### src/rtl/modinv_pkg.sv
// package for the modular inverse block
// holds the state encoding, status codes and default width; no dependencies
`default_nettype none

package modinv_pkg;

    // default operand width in bits
    localparam int MI_WIDTH = 32;

    // width of the operand and result fields on the ports
    localparam int FIELD_W = 32;

    // status codes carried in the result word
    localparam logic STATUS_OK   = 1'b0;
    localparam logic STATUS_NONE = 1'b1;

    // sequencer states
    typedef enum logic [2:0] {
        ST_IDLE,
        ST_STEP,
        ST_WAIT,
        ST_FIN,
        ST_DONE
    } t_state;

    // control into the divide/accumulate unit
    typedef struct packed {
        logic start;
    } t_div_req;

    // status out of the divide/accumulate unit
    typedef struct packed {
        logic busy;
        logic done;
    } t_div_sts;

endpackage

`default_nettype wire

### src/rtl/modinv_divacc.sv
// shared bit-serial unit for one euclid step: restoring division of r0 by r1
// with a shift-add of the quotient times t1 alongside; uses modinv_pkg
`default_nettype none

module modinv_divacc #(
    parameter int DW = 32
) (
    input  wire                    i_clk,
    input  wire                    i_rst_n,
    input  modinv_pkg::t_div_req   i_req,
    input  wire  [DW-1:0]          i_dividend,
    input  wire  [DW-1:0]          i_divisor,
    input  wire  [DW-1:0]          i_coef,
    output modinv_pkg::t_div_sts   o_sts,
    output logic [DW-1:0]          o_rem,
    output logic [DW-1:0]          o_acc
);

    localparam int CW = $clog2(DW);

    logic          r_busy, n_busy;
    logic          r_done, n_done;
    logic [CW-1:0] r_cnt, n_cnt;
    logic [DW-1:0] r_rem, n_rem;
    logic [DW-1:0] r_dvd, n_dvd;
    logic [DW-1:0] r_dvs, n_dvs;
    logic [DW-1:0] r_tm, n_tm;
    logic [DW-1:0] r_acc, n_acc;

    logic [DW:0]   w_rem_sh;
    logic [DW:0]   w_diff;
    logic          w_qbit;

    // one quotient bit per cycle, partial product follows the same bit
    assign w_rem_sh = {r_rem, r_dvd[DW-1]};
    assign w_diff   = w_rem_sh - {1'b0, r_dvs};
    assign w_qbit   = ~w_diff[DW];

    always_comb begin
        n_busy = r_busy;
        n_done = 1'b0;
        n_cnt  = r_cnt;
        n_rem  = r_rem;
        n_dvd  = r_dvd;
        n_dvs  = r_dvs;
        n_tm   = r_tm;
        n_acc  = r_acc;
        if (i_req.start && !r_busy) begin
            n_busy = 1'b1;
            n_cnt  = CW'(DW - 1);
            n_rem  = '0;
            n_dvd  = i_dividend;
            n_dvs  = i_divisor;
            n_tm   = i_coef;
            n_acc  = '0;
        end else if (r_busy) begin
            n_rem = w_qbit ? w_diff[DW-1:0] : w_rem_sh[DW-1:0];
            n_dvd = {r_dvd[DW-2:0], 1'b0};
            n_acc = {r_acc[DW-2:0], 1'b0} + (w_qbit ? r_tm : '0);
            n_cnt = r_cnt - 1'b1;
            if (r_cnt == '0) begin
                n_busy = 1'b0;
                n_done = 1'b1;
            end
        end
    end

    // control state resets, datapath does not
    always_ff @(posedge i_clk) begin
        if (!i_rst_n) begin
            r_busy <= 1'b0;
            r_done <= 1'b0;
            r_cnt  <= '0;
        end else begin
            r_busy <= n_busy;
            r_done <= n_done;
            r_cnt  <= n_cnt;
        end
        r_rem <= n_rem;
        r_dvd <= n_dvd;
        r_dvs <= n_dvs;
        r_tm  <= n_tm;
        r_acc <= n_acc;
    end

    assign o_sts.busy = r_busy;
    assign o_sts.done = r_done;
    assign o_rem      = r_rem;
    assign o_acc      = r_acc;

endmodule

`default_nettype wire

### src/rtl/modular_inverse.sv
// modular inverse by extended euclid: one word in, one result word out.
// the euclid step count is at most about 46 for 32-bit operands.
// bad operands (equal or zero) give a result without running any euclid step.
// one word at a time; the next word can be accepted in the same cycle the result is valid.
// synchronous active-low reset clears the sequencer and the output valid.
`default_nettype none

module modular_inverse #(
    parameter int WIDTH = modinv_pkg::MI_WIDTH
) (
    input  wire         i_clk,
    input  wire         i_rst_n,
    input  wire         i_s_tvalid,
    output logic        o_s_tready,
    input  wire  [63:0] i_s_tdata,   // operand_a [31:0], operand_b [63:32]
    output logic        o_m_tvalid,
    input  wire         i_m_tready,
    output logic [31:0] o_m_tdata,   // inverse [31:0]
    output logic        o_m_tuser    // status [0]
);

    localparam int FW = modinv_pkg::FIELD_W;
    localparam int DW = (WIDTH < FW) ? WIDTH : FW;

    modinv_pkg::t_state r_state, n_state;

    logic [DW-1:0] r_m, n_m;
    logic [DW-1:0] r_r0, n_r0;
    logic [DW-1:0] r_r1, n_r1;
    logic [DW-1:0] r_t0, n_t0;
    logic [DW-1:0] r_t1, n_t1;
    logic          r_neg0, n_neg0;
    logic          r_neg1, n_neg1;
    logic [DW-1:0] r_res_inv, n_res_inv;
    logic          r_res_st, n_res_st;
    logic          r_out_valid, n_out_valid;
    logic [DW-1:0] r_out_inv, n_out_inv;
    logic          r_out_st, n_out_st;

    logic [DW-1:0] w_a, w_b, w_big, w_sml;
    logic          w_bad, w_accept, w_out_free;
    logic [DW-1:0] w_red;

    modinv_pkg::t_div_req w_req;
    modinv_pkg::t_div_sts w_sts;
    logic [DW-1:0]        w_rem, w_acc;

    // operands masked to the working width
    assign w_a      = i_s_tdata[DW-1:0];
    assign w_b      = i_s_tdata[FW+DW-1:FW];
    assign w_big    = (w_a > w_b) ? w_a : w_b;
    assign w_sml    = (w_a > w_b) ? w_b : w_a;
    assign w_bad    = (w_a == w_b) || (w_a == '0) || (w_b == '0);
    assign w_accept = i_s_tvalid && o_s_tready;
    assign w_out_free = !r_out_valid || i_m_tready;

    // final coefficient is at most m, so reducing is a single equality check
    assign w_red = (r_t0 == r_m) ? '0 : r_t0;

    modinv_divacc #(
        .DW (DW)
    ) u_divacc (
        .i_clk      (i_clk),
        .i_rst_n    (i_rst_n),
        .i_req      (w_req),
        .i_dividend (r_r0),
        .i_divisor  (r_r1),
        .i_coef     (r_t1),
        .o_sts      (w_sts),
        .o_rem      (w_rem),
        .o_acc      (w_acc)
    );

    // next state
    always_comb begin
        n_state = r_state;
        unique case (r_state)
            modinv_pkg::ST_IDLE: begin
                if (w_accept) begin
                    n_state = w_bad ? modinv_pkg::ST_DONE : modinv_pkg::ST_STEP;
                end
            end
            modinv_pkg::ST_STEP: begin
                n_state = modinv_pkg::ST_WAIT;
            end
            modinv_pkg::ST_WAIT: begin
                if (w_sts.done) begin
                    n_state = (w_rem == '0) ? modinv_pkg::ST_FIN : modinv_pkg::ST_STEP;
                end
            end
            modinv_pkg::ST_FIN: begin
                n_state = modinv_pkg::ST_DONE;
            end
            modinv_pkg::ST_DONE: begin
                if (w_out_free) begin
                    n_state = modinv_pkg::ST_IDLE;
                end
            end
            default: begin
                n_state = modinv_pkg::ST_IDLE;
            end
        endcase
    end

    // state decoded outputs
    always_comb begin
        o_s_tready  = (r_state == modinv_pkg::ST_IDLE);
        w_req.start = (r_state == modinv_pkg::ST_STEP);
    end

    // euclid registers, result and output word
    always_comb begin
        n_m         = r_m;
        n_r0        = r_r0;
        n_r1        = r_r1;
        n_t0        = r_t0;
        n_t1        = r_t1;
        n_neg0      = r_neg0;
        n_neg1      = r_neg1;
        n_res_inv   = r_res_inv;
        n_res_st    = r_res_st;
        n_out_valid = r_out_valid;
        n_out_inv   = r_out_inv;
        n_out_st    = r_out_st;

        // load a new word
        if (r_state == modinv_pkg::ST_IDLE && w_accept) begin
            n_m       = w_big;
            n_r0      = w_big;
            n_r1      = w_sml;
            n_t0      = '0;
            n_t1      = DW'(1);
            n_neg0    = 1'b0;
            n_neg1    = 1'b0;
            n_res_inv = '0;
            n_res_st  = modinv_pkg::STATUS_NONE;
        end

        // retire one euclid step; new coefficient is t0 + q * t1, signs alternate
        if (r_state == modinv_pkg::ST_WAIT && w_sts.done) begin
            n_r0   = r_r1;
            n_r1   = w_rem;
            n_t0   = r_t1;
            n_t1   = w_acc + r_t0;
            n_neg0 = r_neg1;
            n_neg1 = ~r_neg1;
        end

        // gcd check and sign fix
        if (r_state == modinv_pkg::ST_FIN) begin
            if (r_r0 == DW'(1)) begin
                n_res_inv = (r_neg0 && w_red != '0) ? (r_m - w_red) : w_red;
                n_res_st  = modinv_pkg::STATUS_OK;
            end else begin
                n_res_inv = '0;
                n_res_st  = modinv_pkg::STATUS_NONE;
            end
        end

        // output register
        if (r_state == modinv_pkg::ST_DONE && w_out_free) begin
            n_out_valid = 1'b1;
            n_out_inv   = r_res_inv;
            n_out_st    = r_res_st;
        end else if (i_m_tready) begin
            n_out_valid = 1'b0;
        end
    end

    always_ff @(posedge i_clk) begin
        if (!i_rst_n) begin
            r_state     <= modinv_pkg::ST_IDLE;
            r_out_valid <= 1'b0;
        end else begin
            r_state     <= n_state;
            r_out_valid <= n_out_valid;
        end
        r_m       <= n_m;
        r_r0      <= n_r0;
        r_r1      <= n_r1;
        r_t0      <= n_t0;
        r_t1      <= n_t1;
        r_neg0    <= n_neg0;
        r_neg1    <= n_neg1;
        r_res_inv <= n_res_inv;
        r_res_st  <= n_res_st;
        r_out_inv <= n_out_inv;
        r_out_st  <= n_out_st;
    end

    assign o_m_tvalid = r_out_valid;
    assign o_m_tdata  = FW'(r_out_inv);
    assign o_m_tuser  = r_out_st;

    // a failed word always carries a zero inverse
    a_none_zero: assert property (@(posedge i_clk) disable iff (!i_rst_n)
        (o_m_tvalid && o_m_tuser == modinv_pkg::STATUS_NONE) |-> (o_m_tdata == '0))
        else $error("no-inverse word with nonzero data");

    // a found inverse lies below the modulus
    a_inv_range: assert property (@(posedge i_clk) disable iff (!i_rst_n)
        (r_state == modinv_pkg::ST_DONE && r_res_st == modinv_pkg::STATUS_OK)
        |-> (r_res_inv < r_m))
        else $error("inverse not reduced below modulus");

    // the unit finishes only while the sequencer waits on it
    a_done_wait: assert property (@(posedge i_clk) disable iff (!i_rst_n)
        w_sts.done |-> (r_state == modinv_pkg::ST_WAIT))
        else $error("divide unit done outside wait state");

    // an accepted word leaves the idle state
    a_accept_busy: assert property (@(posedge i_clk) disable iff (!i_rst_n)
        w_accept |=> (r_state != modinv_pkg::ST_IDLE))
        else $error("sequencer stayed idle after accept");

endmodule

`default_nettype wire
### config.mk
export PLATFORM = sky130hd
export DESIGN_NAME = modular_inverse
export DESIGN_NICKNAME = d
export VERILOG_FILES = /design/src/rtl/modinv_pkg.sv /design/src/rtl/modinv_divacc.sv /design/src/rtl/modular_inverse.sv
export SDC_FILE = /design/constraint.sdc
export NUM_CORES = 1
export LEC_CHECK = 0
export BUFFER_PORTS_ARGS = -buffer_cell sky130_fd_sc_hd__buf_2
export CAP_MARGIN = 0
export CORE_MARGIN = 5
export CORE_UTILIZATION = 50
export CTS_BUF_LIST = sky130_fd_sc_hd__clkbuf_16
export DETAILED_ROUTE_END_ITERATION = 16
export PLACE_DENSITY = 0.71
export SETUP_SLACK_MARGIN = 0.15
export SYNTH_ARGS = -nofsm -noshare
export SYNTH_HDL_FRONTEND = slang
export SYNTH_SLANG_ARGS = --single-unit
### constraint.sdc
create_clock -name i_clk -period 6.8 [get_ports i_clk]
set_input_delay 0.34 -clock i_clk [delete_from_list [all_inputs] [get_ports i_clk]]
set_output_delay 0.34 -clock i_clk [all_outputs]
set_load 0.01 [all_outputs]
# == Yosys cells after proc, flatten, opt, wreduce, memory -nomap -nowiden ==
# Cells that the tools add are included.
# totals
reg_bits,399
out_inout_bits,35
elab_cells,101
# classes
n_addsub,5
n_lt_le_gt_ge,1
n_eq_ne,10
muxes,38
bitwise,3
n_reduce_logical,23
# ops
op,count
two-way mux 32 bit,18
zero test 32 bit,3
adder 32 bit,2
== test 32 bit,2
subtractor 33 x 32 -> 33 bit,1
"== test 32 x 1 -> 1 bit, second input constant",1
greater-than comparator 32 bit,1
nonzero test 32 bit,1
subtractor 32 bit,1
case mux 3 bit (5 select lines),1
two-way mux 1 bit,12
two-way mux 3 bit,4
two-way mux 5 bit,2
nonzero test 2 bit,4
"== test 3 x 2 -> 1 bit, second input constant",2
logical AND 1 bit,6
zero test 5 bit,1
"subtractor 5 x 1 -> 5 bit, second input constant",1
"!= test 2 x 1 -> 1 bit, second input constant",2
"== test 3 x 1 -> 1 bit, second input constant",1
"== test 3 bit, second input constant",1
zero test 3 bit,1
logical OR 1 bit,3
NOT 1 bit,3
other kinds (5),6

# == Longest topological paths before layout ==
# depth
depth_word,7
depth_mapped,26
depth_no_buf,24

# == Cells and area by module ==
# Synthesis repeated with hierarchy kept, for this count alone.
# hier_totals
hier_cells,2166
hier_area_um2,23336.1
# by_module_without_submodules
module,n_inst,cells_per_inst,area_each_um2,seq_area_each_um2
modular_inverse,1,1249,13985.9,6926.6
modinv_divacc,1,917,9350.2,4304.1

# == Worst setup path after synthesis ==
# No wires, ideal clock.
# synth_timing
path_type,reg-to-reg
start,register u_divacc.r_dvs[0]
end,"register u_divacc.r_acc[31], in the netlist u_divacc.o_acc[31]"
setup_time_ns,0.133
arrival_time_ns,4.678
required_time_ns,6.667
path_slack_ns,1.989
stages_incl_launch_ff,26
n_path_buf,2
cell_sequence,edfxtp_1 ha_1 fa_1 nand2b_1 a21o_1 a31oi_4 a21o_1 a31o_4 a21oi_4 nor2_2 xnor2_2 buf_6 buf_2 nor2b_1 ha_1 fa_1 nand3_1 a211oi_1 and3b_1 o31ai_4 a41oi_2 a211o_1 nor2_1 a2111oi_2 xnor2_1 mux2i_1
# synth_between
elab_chain_cells,3
# synth_rtl
element,line,source
from (decl),modinv_divacc.sv:26,"logic [DW-1:0] r_dvs, n_dvs;"
from (signal assigned),modinv_divacc.sv:81,r_dvs <= n_dvs;
subtractor 33 x 32 -> 33 bit,modinv_divacc.sv:36,"assign w_diff = w_rem_sh - {1'b0, r_dvs};"
two-way mux 32 bit,modinv_divacc.sv:59,"n_acc = {r_acc[DW-2:0], 1'b0} + (w_qbit ? r_tm : '0);"
adder 32 bit,modinv_divacc.sv:59,
to (signal assigned),modinv_divacc.sv:83,r_acc <= n_acc;
to (decl),modinv_divacc.sv:28,"logic [DW-1:0] r_acc, n_acc;"
# No other way between the ends.
# A chain may end at the register's enable or synchronous reset.

# == Final worst setup path ==
# layout_timing
start,register u_divacc.r_dvd[31]
end,"register u_divacc.r_acc[30], in the netlist u_divacc.o_acc[30]"
# layout_between
elab_chain_cells,3
# layout_rtl
element,line,source
from (decl),modinv_divacc.sv:25,"logic [DW-1:0] r_dvd, n_dvd;"
from (signal assigned),modinv_divacc.sv:80,r_dvd <= n_dvd;
subtractor 33 x 32 -> 33 bit,modinv_divacc.sv:36,
two-way mux 32 bit,modinv_divacc.sv:59,
adder 32 bit,modinv_divacc.sv:59,
# No other way between the ends.

==> run summary <==
crit path cell chain = inv_1, ha_1, fa_1, nand2b_1, a21o_1, a31oi_4, a21o_1, a31o_4, a21oi_4, nor2_2, xnor2_4, nor2b_1, ha_1, a21o_1, a21oi_1, o21bai_1, o2bb2ai_1, nor3_1, o21ai_1, a211o_1, a31oi_1, xnor2_1, a22o_1
global-route wire length before repair = 95500 um
Yosys cell types = 83
Antenna Nets Post-Route = 0
most frequent cell after synthesis = edfxtp_1
Layout area overhead = 11.0%
Critical Path Sink Type = register
Vias/cell = 5.99
worst hold start = i_rst_n
slowest library cell on the worst path = xnor2_4
setup tns final = 0 ns
Seq/Total Area, Yosys = 48.2%
R2R setup slack = 1.29 ns
Final Cycle Share = 81.1%
crit-path max FO = 26
simple-gate share of the synthesized area = 12.6%
post-cts sizing count = 0
WHS = 0.119 ns
die area = 51100 um2
Synth warnings = 0
Fmax achieved = 181 MHz
vias in the first global route = 16700
max-capacitance violation count = 0
postcts setup bufs = 0
Synth Cell Area = 23300 um2
Fin Clk Skew = 0.0118 ns
DP Wirelength = 45400 um
mux contribution to synthesized area = 8.88%
clock root buffer = clkbuf_16
VDD IR-drop max = 340 uV
status = completed
DRT iter0 DRCs = 1360
post-synth top area share = 41.7%
fin worst setup slack = 1.29 ns
CP startpoint = u_divacc.r_dvd[31]$_DFFE_PP_
Final Hold Fails = 0
nets@finish = 2445
combinational family with the most area after synthesis = compound AO/OA/AOI/OAI gates
Num CTS Buffers = 41
CTS tree = built
Adder-Cell Fraction of Synth Area = 8.82%
slew margin rel. = 18.4%
measured slew at the worst slew-check pin = 1.22 ns
GRT Util Overall = 23.8%
Die H = 226 um
crit-path max cell delay = 0.65 ns
Mean Syn Cell Area = 11.0 um2
wire per inst = 21.6 um
GRT overflow = 0
Core ar. = 46400 um2
Synth area leaders = edfxtp_1, ha_1, dfxtp_1
post-synthesis compound-gate area fraction = 13.2%
final WL = 61500 um
Critical Path Start Type = register
Yosys reg bits = 399
Commonest cells post-synth = edfxtp_1, nand2_1, ha_1, a21oi_1, o21ai_0
Final min period = 5.51 ns
fraction of synthesized cell area in xor and xnor cells = 5.33%
site row count = 79
Post-CTS Hold Buffers = 0
CP Data Required Time = 7.25 ns
H-tree depth = 2
# setup viols final = 0
largest net degree at the start of global routing = 81
# diodes = 0
RSZ-0062 raised after global routing = false
DRC = 0
EDFF count, synth = 324
DP Area = 24500 um2
# port buffers = 102
post-synth net total = 2351
leakage = 10.4 nW
I/O pins = 103
fraction of registers with async set/reset = 0%
most used cell along the critical path = a21o_1
clk slew on worst S/H paths = 0.06 ns
Final Slew Violations = 0
DR vias = 17100
Initial Util = 50.3%
Crit Path Class = reg -> reg
CP arrival = 5.96 ns
r2r startpoint = u_divacc.r_dvd[31]$_DFFE_PP_
Primary FF master, synth = edfxtp_1
share of cells above drive strength 1 = 14.9%
post-layout instance area = 25900 um2
1st-pass router iterations = 5
clk sinks = 399
GPL Wtd Cong = 0.956
clock buffer depth = 3
DP Worst Slack = 1.44 ns
die span in x = 226 um
Clk Latency, worst-skew pair = 0.57 ns
PD cells = 475 nW/um2
Cells after Synth = 2121
Hold WC Path Type = in -> reg
Synth area leader = edfxtp_1
antenna violations before repair = 0
## cells by family after synthesis
kind of cell | Yosys count
fa+ha+maj | 162
mux | 192
flops | 399
compound gates | 468
buf+inv | 167
simple gates | 592
xor+xnor | 141
## through the flow
stage	instances	utilization, %	power (mW)
6_report	2853	55.8	12.3
4_1_cts	2853	55.8	12.3
2_1_floorplan	2121	-	8.45
3_3_place_gp	2779	52.8	9.78
3_5_place_dp	2779	52.8	9.91
5_1_grt	2853	55.8	13.0
## registers in the layout, summed over array words and instances, names as in the netlist, 3 cells and up
name            flops
u_divacc.r_tm      32
o_m_tdata          32
r_t1               32
r_m                32
r_state             3
r_t0               32
u_divacc.r_dvs     32
r_r1               32
u_divacc.o_acc     32
r_r0               32
u_divacc.r_cnt      5
r_res_inv          32
u_divacc.r_dvd     32
u_divacc.o_rem     32
## area by class of cell
type,count,area [um2]
fill,3896,20500
multi-input combinational,1555,11400
sequential,399,11200
clock buffer,43,1080
tap,607,759
timing repair buffer,123,681
inverter,95,357
clock inverter,31,323
## critical path: cells and delay by family, from the launching register on
kind | cells | cell delay (ns)
XOR/XNOR | 2 | 0.76
buffers and inverters | 1 | 0.08
AO/OA/AOI/OAI | 13 | 2.79
adder cells (fa/ha/maj) | 3 | 0.74
flip-flops | 1 | 0.37
AND/OR/NAND/NOR | 4 | 0.63
## per-layer routing
| layer | wire [um] | global-route usage, % |
|---|---|---|
| met3 | 3940 | 3.33 |
| met1 | 28200 | 34.8 |
| met5 | 0 | 0 |
| met4 | 1490 | 5.92 |
| met2 | 27800 | 37.8 |
## power breakdown
part | internal [mW] | leakage [nW] | switching (mW)
combinational | 2.26 | 6.05 | 3.21
clock | 1.38 | 0.701 | 0.959
sequential | 3.79 | 3.68 | 0.700
## placed cells by master (no fill, tap or decap), types with 8 or more instances in the layout
| master | netlist | layout |
|---|---|---|
| mux2_1 | 11 | 11 |
| or3_1 | 8 | 8 |
| mux2_2 | 107 | 107 |
| nand4_1 | 39 | 39 |
| nor2b_1 | 50 | 50 |
| a21oi_1 | 121 | 119 |
| a22o_1 | 21 | 21 |
| and2_1 | 42 | 42 |
| inv_1 | 95 | 99 |
| nor2_1 | 105 | 103 |
| o21ai_1 | 8 | 8 |
| nand2b_1 | 26 | 25 |
| nor4_1 | 41 | 41 |
| and3_1 | 15 | 15 |
| buf_2 | 8 | 102 |
| nand3_1 | 26 | 25 |
| ha_1 | 158 | 158 |
| mux2i_1 | 74 | 74 |
| edfxtp_1 | 324 | 324 |
| o21ai_0 | 117 | 117 |
| o211ai_1 | 10 | 10 |
| nor3_1 | 32 | 31 |
| o21bai_1 | 9 | 9 |
| nand2_1 | 187 | 187 |
| a31oi_1 | 20 | 20 |
| o21a_1 | 10 | 9 |
| dfxtp_1 | 75 | 74 |
| a21o_1 | 79 | 79 |
| clkbuf_16 | 0 | 43 |
| a211oi_1 | 8 | 8 |
| xor2_1 | 39 | 39 |
| buf_4 | 3 | 20 |
| xnor2_1 | 101 | 101 |
## final timing paths
kind,cells past startpoint,end
worst min register to register,0,o_m_tdata[25]$_DFFE_PP_
worst max register to register,23,u_divacc.o_acc[30]$_SDFFE_PP0P_
worst max-delay path,23,u_divacc.o_acc[30]$_SDFFE_PP0P_
worst min-delay path,3,u_divacc.r_cnt[4]$_SDFFE_PN0P_
Note: power is estimated with default switching activity, not from simulation.
